File: config.mk
export PLATFORM = sky130hd
export DESIGN_NAME = sorted_list_insert_delete_unit
export DESIGN_NICKNAME = d
export VERILOG_FILES = /design/src/rtl/core/sli_pkg.sv /design/src/rtl/core/sorted_list_insert_delete_unit.sv /design/src/rtl/core/sli_datapath.sv /design/src/rtl/core/sli_ctrl.sv
export SDC_FILE = /design/constraint.sdc
export NUM_CORES = 2
export LEC_CHECK = 0
export BUFFER_PORTS_ARGS = -buffer_cell sky130_fd_sc_hd__buf_2
export CAP_MARGIN = 20
export CORE_UTILIZATION = 55
export CTS_CLUSTER_DIAMETER = 80
export DETAILED_ROUTE_END_ITERATION = 7
export GPL_TIMING_DRIVEN = 1
export HOLD_SLACK_MARGIN = 0.02
export PLACE_DENSITY = 0.74
export SKIP_LAST_GASP = 1
export SLEW_MARGIN = 20
export SYNTH_ARGS = -nofsm -noshare
export SYNTH_HDL_FRONTEND = slang
export SYNTH_SLANG_ARGS = --single-unit
File: constraint.sdc
create_clock -name aclk -period 9.2 [get_ports aclk]
set_clock_uncertainty 0.2 [all_clocks]
set_input_delay 0.92 -clock aclk [delete_from_list [all_inputs] [get_ports aclk]]
set_output_delay 0.92 -clock aclk [all_outputs]
set_load 0.005 [all_outputs]
File: src/rtl/core/sli_pkg.sv
// Shared types, codes and constants of the sorted insertion list.
`default_nettype none

package sli_pkg;

    // Default list depth and fixed field widths
    localparam int CAPACITY_DEF = 16;
    localparam int ELEM_W       = 32;
    localparam int CNT_OUT_W    = 5;

    // Requested action of one input item
    typedef enum logic [1:0] {
        ACT_INSERT   = 2'd0,
        ACT_DEL_ONE  = 2'd1,
        ACT_DEL_ALL  = 2'd2,
        ACT_READ_OUT = 2'd3
    } action_t;

    // Result status codes
    typedef enum logic [1:0] {
        ST_OK        = 2'd0,
        ST_FULL      = 2'd1,
        ST_NOT_FOUND = 2'd2,
        ST_EMPTY     = 2'd3
    } status_t;

    // Operation applied to the entry cells in a given cycle
    typedef enum logic [1:0] {
        OP_NONE   = 2'd0,
        OP_INSERT = 2'd1,
        OP_DELETE = 2'd2,
        OP_ROTATE = 2'd3
    } op_t;

    // Controller to datapath command
    typedef struct packed {
        logic    load;
        op_t     op;
        logic    push;
        status_t status;
        logic    last;
    } sli_cmd_t;

    // Datapath to controller status
    typedef struct packed {
        logic out_free;
        logic full;
        logic match;
        logic empty;
        logic rd_last;
    } sli_stat_t;

endpackage

`default_nettype wire

File: src/rtl/core/sorted_list_insert_delete_unit.sv
// Top level: sorted insertion list of signed words, controller plus datapath.
// Insert and single delete: the action state pushes one result once the result register is free.
// Delete all: removes one match per cycle (one cell shift each), then pushes one result.
// Read out: one entry per cycle while results are taken, smallest first; a single result if empty.
// The next item is taken once the final result of the current one is registered.
// Reset clears count, controller and result valid; entry cells are not cleared.
`default_nettype none

module sorted_list_insert_delete_unit
    import sli_pkg::*;
#(
    parameter int CAPACITY = CAPACITY_DEF
) (
    input  wire logic                     aclk,
    input  wire logic                     aresetn,
    input  wire logic                     s_valid,
    output logic                          s_ready,
    input  wire logic [1:0]               s_action,
    input  wire logic signed [ELEM_W-1:0] s_value,
    output logic                          m_valid,
    input  wire logic                     m_ready,
    output logic signed [ELEM_W-1:0]      m_element,
    output logic [CNT_OUT_W-1:0]          m_entry_count,
    output logic [1:0]                    m_status,
    output logic                          m_last
);

    sli_cmd_t  cmd;
    sli_stat_t stat;

    sli_ctrl u_ctrl (
        .aclk     (aclk),
        .aresetn  (aresetn),
        .s_valid  (s_valid),
        .s_ready  (s_ready),
        .s_action (s_action),
        .stat     (stat),
        .cmd      (cmd)
    );

    sli_datapath #(
        .CAPACITY (CAPACITY)
    ) u_datapath (
        .aclk          (aclk),
        .aresetn       (aresetn),
        .s_value       (s_value),
        .cmd           (cmd),
        .stat          (stat),
        .m_valid       (m_valid),
        .m_ready       (m_ready),
        .m_element     (m_element),
        .m_entry_count (m_entry_count),
        .m_status      (m_status),
        .m_last        (m_last)
    );

endmodule

`default_nettype wire

File: src/rtl/core/sli_datapath.sv
// Datapath: entry cells, count, read-out counter and result register.
`default_nettype none

module sli_datapath
    import sli_pkg::*;
#(
    parameter int CAPACITY = CAPACITY_DEF
) (
    input  wire logic                        aclk,
    input  wire logic                        aresetn,
    input  wire logic signed [ELEM_W-1:0]    s_value,
    input  wire sli_cmd_t                    cmd,
    output sli_stat_t                        stat,
    output logic                             m_valid,
    input  wire logic                        m_ready,
    output logic signed [ELEM_W-1:0]         m_element,
    output logic [CNT_OUT_W-1:0]             m_entry_count,
    output logic [1:0]                       m_status,
    output logic                             m_last
);

    localparam int CW = $clog2(CAPACITY + 1);
    localparam int IW = $clog2(CAPACITY);

    logic signed [ELEM_W-1:0] ent_reg  [CAPACITY];
    logic signed [ELEM_W-1:0] ent_next [CAPACITY];
    logic signed [ELEM_W-1:0] value_reg;
    logic [CW-1:0]            count_reg, count_next;
    logic [IW-1:0]            rd_reg;

    logic [CAPACITY-1:0] valid, gt, eq, ge;

    logic                     m_valid_reg;
    logic signed [ELEM_W-1:0] m_element_reg;
    logic [CNT_OUT_W-1:0]     m_entry_count_reg;
    status_t                  m_status_reg;
    logic                     m_last_reg;

    // Compare every valid cell against the operand in parallel
    always_comb begin
        for (int i = 0; i < CAPACITY; i++) begin
            valid[i] = CW'(i) < count_reg;
            gt[i]    = valid[i] && (value_reg < ent_reg[i]);
            eq[i]    = valid[i] && (ent_reg[i] == value_reg);
            ge[i]    = valid[i] && !(ent_reg[i] < value_reg);
        end
    end

    // Per-cell next value: shift up on insert, down on delete, rotate on read-out
    for (genvar i = 0; i < CAPACITY; i++) begin : g_cell
        logic signed [ELEM_W-1:0] prev_val;
        logic                     prev_gt;
        logic signed [ELEM_W-1:0] succ_val;
        logic                     succ_valid;

        if (i == 0) begin : g_first
            assign prev_val = value_reg;
            assign prev_gt  = 1'b0;
        end else begin : g_mid
            assign prev_val = ent_reg[i-1];
            assign prev_gt  = gt[i-1];
        end

        if (i == CAPACITY - 1) begin : g_top
            assign succ_val   = ent_reg[i];
            assign succ_valid = 1'b0;
        end else begin : g_below
            assign succ_val   = ent_reg[i+1];
            assign succ_valid = valid[i+1];
        end

        always_comb begin
            ent_next[i] = ent_reg[i];
            unique case (cmd.op)
                OP_INSERT: begin
                    if (gt[i] || (CW'(i) == count_reg)) begin
                        ent_next[i] = prev_gt ? prev_val : value_reg;
                    end
                end
                OP_DELETE: begin
                    if (ge[i]) begin
                        ent_next[i] = succ_val;
                    end
                end
                OP_ROTATE: begin
                    if (CW'(i) == count_reg - CW'(1)) begin
                        ent_next[i] = ent_reg[0];
                    end else if (succ_valid) begin
                        ent_next[i] = succ_val;
                    end
                end
                default: ent_next[i] = ent_reg[i];
            endcase
        end

        always_ff @(posedge aclk) begin
            ent_reg[i] <= ent_next[i];
        end
    end

    // Update entry count
    always_comb begin
        unique case (cmd.op)
            OP_INSERT: count_next = count_reg + CW'(1);
            OP_DELETE: count_next = count_reg - CW'(1);
            default:   count_next = count_reg;
        endcase
    end

    always_ff @(posedge aclk) begin
        if (!aresetn) begin
            count_reg <= '0;
        end else begin
            count_reg <= count_next;
        end
    end

    // Latch operand and restart read-out position on transfer in
    always_ff @(posedge aclk) begin
        if (cmd.load) begin
            value_reg <= s_value;
        end
    end

    always_ff @(posedge aclk) begin
        if (!aresetn) begin
            rd_reg <= '0;
        end else if (cmd.load) begin
            rd_reg <= '0;
        end else if (cmd.op == OP_ROTATE) begin
            rd_reg <= rd_reg + IW'(1);
        end
    end

    // Result register: hold until transfer, load on push
    always_ff @(posedge aclk) begin
        if (!aresetn) begin
            m_valid_reg <= 1'b0;
        end else if (cmd.push) begin
            m_valid_reg <= 1'b1;
        end else if (m_ready) begin
            m_valid_reg <= 1'b0;
        end
    end

    always_ff @(posedge aclk) begin
        if (cmd.push) begin
            m_element_reg     <= (cmd.op == OP_ROTATE) ? ent_reg[0] : '0;
            m_entry_count_reg <= CNT_OUT_W'(count_next);
            m_status_reg      <= cmd.status;
            m_last_reg        <= cmd.last;
        end
    end

    // Status back to the controller
    always_comb begin
        stat.out_free = !m_valid_reg || m_ready;
        stat.full     = count_reg >= CW'(CAPACITY);
        stat.match    = |eq;
        stat.empty    = count_reg == '0;
        stat.rd_last  = CW'(rd_reg) == count_reg - CW'(1);
    end

    assign m_valid       = m_valid_reg;
    assign m_element     = m_element_reg;
    assign m_entry_count = m_entry_count_reg;
    assign m_status      = m_status_reg;
    assign m_last        = m_last_reg;

endmodule

`default_nettype wire

File: src/rtl/core/sli_ctrl.sv
// Controller: state machine that sequences each action over the datapath.
`default_nettype none

module sli_ctrl
    import sli_pkg::*;
(
    input  wire logic       aclk,
    input  wire logic       aresetn,
    input  wire logic       s_valid,
    output logic            s_ready,
    input  wire logic [1:0] s_action,
    input  wire sli_stat_t  stat,
    output sli_cmd_t        cmd
);

    typedef enum logic [4:0] {
        S_IDLE = 5'b00001,
        S_INS  = 5'b00010,
        S_DEL1 = 5'b00100,
        S_DALL = 5'b01000,
        S_READ = 5'b10000
    } state_t;

    state_t state_reg, state_next;
    logic   found_reg, found_next;

    // Next state and command decode
    always_comb begin
        state_next = state_reg;
        found_next = found_reg;
        cmd        = '{load: 1'b0, op: OP_NONE, push: 1'b0, status: ST_OK, last: 1'b0};
        s_ready    = 1'b0;
        unique case (state_reg)
            S_IDLE: begin
                s_ready = 1'b1;
                if (s_valid) begin
                    cmd.load   = 1'b1;
                    found_next = 1'b0;
                    unique case (action_t'(s_action))
                        ACT_INSERT:   state_next = S_INS;
                        ACT_DEL_ONE:  state_next = S_DEL1;
                        ACT_DEL_ALL:  state_next = S_DALL;
                        ACT_READ_OUT: state_next = S_READ;
                        default:      state_next = S_IDLE;
                    endcase
                end
            end
            S_INS: begin
                if (stat.out_free) begin
                    cmd.push = 1'b1;
                    cmd.last = 1'b1;
                    if (stat.full) begin
                        cmd.status = ST_FULL;
                    end else begin
                        cmd.op = OP_INSERT;
                    end
                    state_next = S_IDLE;
                end
            end
            S_DEL1: begin
                if (stat.out_free) begin
                    cmd.push = 1'b1;
                    cmd.last = 1'b1;
                    if (stat.match) begin
                        cmd.op = OP_DELETE;
                    end else begin
                        cmd.status = ST_NOT_FOUND;
                    end
                    state_next = S_IDLE;
                end
            end
            S_DALL: begin
                // Drop one match per cycle until none is left
                if (stat.match) begin
                    cmd.op     = OP_DELETE;
                    found_next = 1'b1;
                end else if (stat.out_free) begin
                    cmd.push   = 1'b1;
                    cmd.last   = 1'b1;
                    cmd.status = found_reg ? ST_OK : ST_NOT_FOUND;
                    state_next = S_IDLE;
                end
            end
            S_READ: begin
                if (stat.out_free) begin
                    cmd.push = 1'b1;
                    if (stat.empty) begin
                        cmd.status = ST_EMPTY;
                        cmd.last   = 1'b1;
                        state_next = S_IDLE;
                    end else begin
                        cmd.op   = OP_ROTATE;
                        cmd.last = stat.rd_last;
                        if (stat.rd_last) begin
                            state_next = S_IDLE;
                        end
                    end
                end
            end
            default: state_next = S_IDLE;
        endcase
    end

    always_ff @(posedge aclk) begin
        if (!aresetn) begin
            state_reg <= S_IDLE;
            found_reg <= 1'b0;
        end else begin
            state_reg <= state_next;
            found_reg <= found_next;
        end
    end

endmodule

`default_nettype wire

* Word-level counts from Yosys, hierarchy flattened
Memories as Yosys holds them, arrays and structs flattened.
Cells that the tools add are included.
** Cells by class
- Reduce and logical (&&, ||, !) cells :: 90
- $lt $le $gt $ge :: 48
- Multiplexer cells :: 124
- $add $sub $neg :: 3
- Bitwise gates (word level) :: 1
- Equal/unequal tests :: 63
** Operators by type and width (count)
- $mux W32 :: 77
- $pmux W32 S3 :: 15
- $lt A32 B32 Y1 :: 31
- $eq A32 B32 Y1 :: 16
- $eq A4 B5 Y1 const A :: 16
- $pmux W32 S2 :: 1
- $logic_and A1 B1 Y1 :: 47
- $eq A3 B5 Y1 const A :: 8
- $lt A4 B5 Y1 const A :: 8
- $pmux W5 S4 :: 2
- $mux W5 :: 6
- $pmux W6 S4 :: 1
- $eq A2 B5 Y1 const A :: 4
- $lt A3 B5 Y1 const A :: 4
- $mux W6 :: 3
- $logic_or A1 B1 Y1 :: 17
- $logic_not A1 Y1 :: 16
- $reduce_or A16 Y1 :: 1
- $eq A1 B5 Y1 const A :: 2
- $logic_not A5 Y1 :: 2
- $lt A1 B5 Y1 const A :: 2
- $lt A2 B5 Y1 const A :: 2
- $mux W1 :: 10
- $mux W2 :: 5
- 23 further kinds :: 33
** Word-level totals
- Memories :: 1
- Input port bits :: 38
- Register bits after elaboration :: 88
- Bits in writable memories :: 512
** Memories
- u_datapath.ent_reg :: depth 16, bits a word 32, read ports 16, clocked after memory_dff 0, wr ports 16, RTL line sli_datapath.sv:25 : logic signed [ELEM_W-1:0] ent_reg [CAPACITY];

* Longest topological paths before layout
An unclocked memory read counts as a cell.
- Depth after elaboration :: 9
- Mapped depth :: 20
- Gate-level depth less buffers :: 15

* By module
Synthesis repeated with hierarchy kept, for this count alone.
** Unflattened totals
- Cells, all modules :: 4450
- Area total of the unflattened synthesis :: 43892.1 µm²
** By module, submodules not included
- sli_datapath :: times used 1, area an instance 43375.4 µm², cells each 4383
- sli_ctrl :: times used 1, area an instance 516.7 µm², cells each 67

* Worst setup path before layout
No wires, ideal clock.
- Kind :: register to register
- Start point :: reg, netlist name u_datapath.g_cell[0].prev_val[22]
- End point :: mem u_datapath.ent_reg[1][0] (enable)
- Period minus slack after synthesis :: 9.107 ns
- Cell stages (with the launch flop) :: 15
- Arrival :: 8.313 ns
- Data required time :: 8.406 ns
- Setup slack :: 0.093 ns
- Cell sequence :: edfxtp_1 inv_1 ha_1 and4_1 nor4bb_1 nand3_1 o2111ai_1 nor4_1 nand2_1 a21o_1 ha_1 clkbuf_1 clkbuf_1 clkbuf_1 a2111oi_0
** RTL lines (RTL line)
- end: declaration :: sli_datapath.sv:25

==> impl_metrics.yaml <==
yosys:
  syn_avg_cell_area_um2: 9.39
  ys_seq_area_share_pct: 37.4
  netlist_instances: 5080
  synth_nets: 5643
  syn_area_um2: 47700
  ys_ff_latch: 600
  ys_warn_count: 0
  synth_cell_types: 85
  ys.flop_type: "edfxtp_1"
  synthArstFlopShare_pct: 0
  synth-edff-count: 584
timing:
  finalCritPeriodShare_pct: 83.5
  setup_violations: 0
  holdWs_ns: 0.233
  slew-limit-headroom_pct: 14.2
  hold_viol: 0
  timing.fmax_mhz: 130
  tns_ns: 0
  finalMaxSlewViolations: 0
  timing.final.ws_setup_ns: 1.52
  fin_crit_ns: 7.68
  rsz0062_at_grt: "false"
  worst_pin_slew_ns: 1.28
placed_design:
  placed_cell_area_um2: 48900
  hpwl_um: 137000
  pre_cts_slack_ns: 1.94
  portBuffers: 79
  gp_congestion: 1.02
setup_path:
  path_max_fanout: 55
  cp_data_required_time_ns: 9.49
  endpoint_kind: "flip-flop"
  crit_type: "flip-flop to flip-flop"
  cp-start-kind: "flip-flop"
  cp.arrival_ns: 7.97
pwr:
  p_leak_nw: 20.7
  peakVddDrop_v: 0.000129
  power_density_nw_per_um2: 148
clock_tree:
  cts_buffers: 71
  cts_hold_buf: 0
  root_buffer: "clkbuf_16"
  clk_path_buf_depth: 3
  postCtsSetupBuffers: 0
  cts_htree_levels: 3
  clock_latency_ns: 0.67
  cts_resized: 0
  cts.sink_count: 600
  clkTransAtPathRegs_ns: 0.06
  cts_tree: "yes"
die:
  die_area_um2: 88000
  ios: 80
  die_y_um: 297
  die_width_um: 297
  coreArea_um2: 85500
  rows: 107
  start_util_pct: 55.8
grt:
  antenna_found_initial: 4
  grt_usage_pct: 43.6
  globalRouteOverflowTotal: 0
  grt_pass1_wl_um: 285000
  grt_max_degree: 97
  grt_pass1_vias: 43500
worst_hold_path:
  min-delay-path-class: "input pin to flip-flop"
drt:
  antenna_left: 0
  routedWlPerCell_um: 31.7
  vias: 46000
  drt_pass1_iterations: 7
  via_per_inst: 7.51
  drtIter0Drc: 7268
  routed_wl_um: 194000
  route.detailed.drc: 0
finish:
  utilization_pct: 59.8
  largest_reg_flops: 512
  drive_gt1_share_pct: 10.6
  area_growth_pct: 7.26
  layout.nets: 5494
  stdcell_area_um2: 51200
run:
  max_cap_viol_count: 0
outcome:
  status: "finished, final reports clean"
==> metal layers <==
metal	share of wire (%)	global-route usage (%)	up-vias	wire length, um
met5	0.019	0	-	36
met4	9.1	31.6	6	17700
met3	13	11.4	1071	25100
met2	42	65.0	4023	82500
met1	35	54.6	21800	69000
li1	-	-	19200	-
==> metrics by stage <==
| stage | std cells | total power, mW |
|---|---|---|
| after CTS | 6127 | 7.49 |
| after global placement | 6001 | 4.65 |
| final | 6128 | 7.58 |
| after floorplan | 5080 | 4.19 |
| after detailed placement | 6002 | 4.71 |
| after global routing | 6127 | 7.77 |
==> power by group <==
part | internal, mW | total, mW | switching, mW
Sequential | 3.14 | 3.23 | 0.0894
Combinational | 0.539 | 1.49 | 0.953
Clock | 1.59 | 2.85 | 1.26
Total | 5.27 | 7.58 | 2.30
==> cells in the final DEF, fill, tap and decap left out, types with 48 or more instances in the layout <==
cell type,count
o211ai_1,346
o21ai_0,164
mux2i_1,102
buf_4,149
a22oi_1,418
and2_1,48
inv_1,405
edfxtp_1,584
a21o_1,94
o211ai_2,90
nand4_1,112
buf_2,79
nor2_1,124
ha_1,523
nand3_1,599
a21oi_1,204
clkbuf_16,73
nand2_1,340
==> final cells by class <==
type / count / area, um2
diodes: 1 / 2.50
clock buffers: 90 / 1920
clock inverters: 35 / 295
fillers: 7306 / 34400
inverters: 407 / 1530
multi-input cells: 3623 / 26600
flip-flops and latches: 600 / 17900
well taps: 1144 / 1430
repair buffers: 228 / 1510
==> synth_stat cells (7+ instances only) <==
master,n,area [um2]
a2111oi_0,11,96.3
a211oi_1,16,120
a21boi_0,8,60.1
a21o_1,94,706
a21oi_1,205,1030
a221o_1,11,110
a221oi_1,11,96.3
a22oi_1,418,3140
a31oi_1,44,275
and2_1,54,338
and3_1,33,206
and4_1,17,149
buf_1,12,45.0
buf_2,16,80.1
buf_6,8,90.1
clkbuf_1,360,1350
clkbuf_8,35,482
dfxtp_1,16,320
dlygate4sd3_1,11,110
edfxtp_1,584,17500
ha_1,525,6570
inv_1,406,1520
mux2i_1,104,1040
nand2_1,340,1280
nand2b_1,12,75.1
nand3_1,599,3000
nand4_1,112,701
nor2_1,140,526
nor2b_1,28,175
nor3_1,27,135
nor4_1,24,150
o2111ai_1,9,78.8
o211ai_1,346,2600
o211ai_2,90,1130
o21a_1,23,173
o21ai_0,164,821
o21bai_1,19,143
o31a_1,11,96.3
o31ai_1,11,82.6
or2_2,7,43.8
or4_1,7,52.6
xnor2_1,7,61.3
==> path summary, 6_finish.rpt <==
kind	from	endpoint	slack, ns	depth (start not counted)
min reg2reg	u_datapath.rd_reg[3]$_SDFFE_PP0N_	u_datapath.rd_reg[3]$_SDFFE_PP0N_	0.34	2
min	s_value[11]	u_datapath.g_cell[0].prev_val[11]$_DFFE_PP_	0.23	1
max reg2reg	u_datapath.g_cell[0].prev_val[31]$_DFFE_PP_	u_datapath.ent_reg[3][6]$_DFFE_PP_	1.52	16
max	u_datapath.g_cell[0].prev_val[31]$_DFFE_PP_	u_datapath.ent_reg[3][6]$_DFFE_PP_	1.52	16
==> kinds of logic after synthesis <==
kind of cell	share of synthesized area, %
compound gates	23.6
xor+xnor	0.267
fa+ha+maj	13.8
buf+inv	7.90
flops	37.4
mux	2.20
simple gates	14.9
==> worst max-delay path, cell delays in order (launching register included) <==
cell and delay, ns:
edfxtp_1 0.32, buf_4 0.23, inv_1 0.22, ha_1 0.45, nand4_1 0.26, nor4_1 1.10, nand3_1 0.62, o2111ai_1 0.42
nor4_2 0.17, nand2_1 0.12, a21o_1 0.20, ha_1 0.66, or2_4 0.56, buf_4 0.62, and3_1 0.92, a22oi_1 0.24
o211ai_1 0.17
Power figures use the tool's default switching activity.
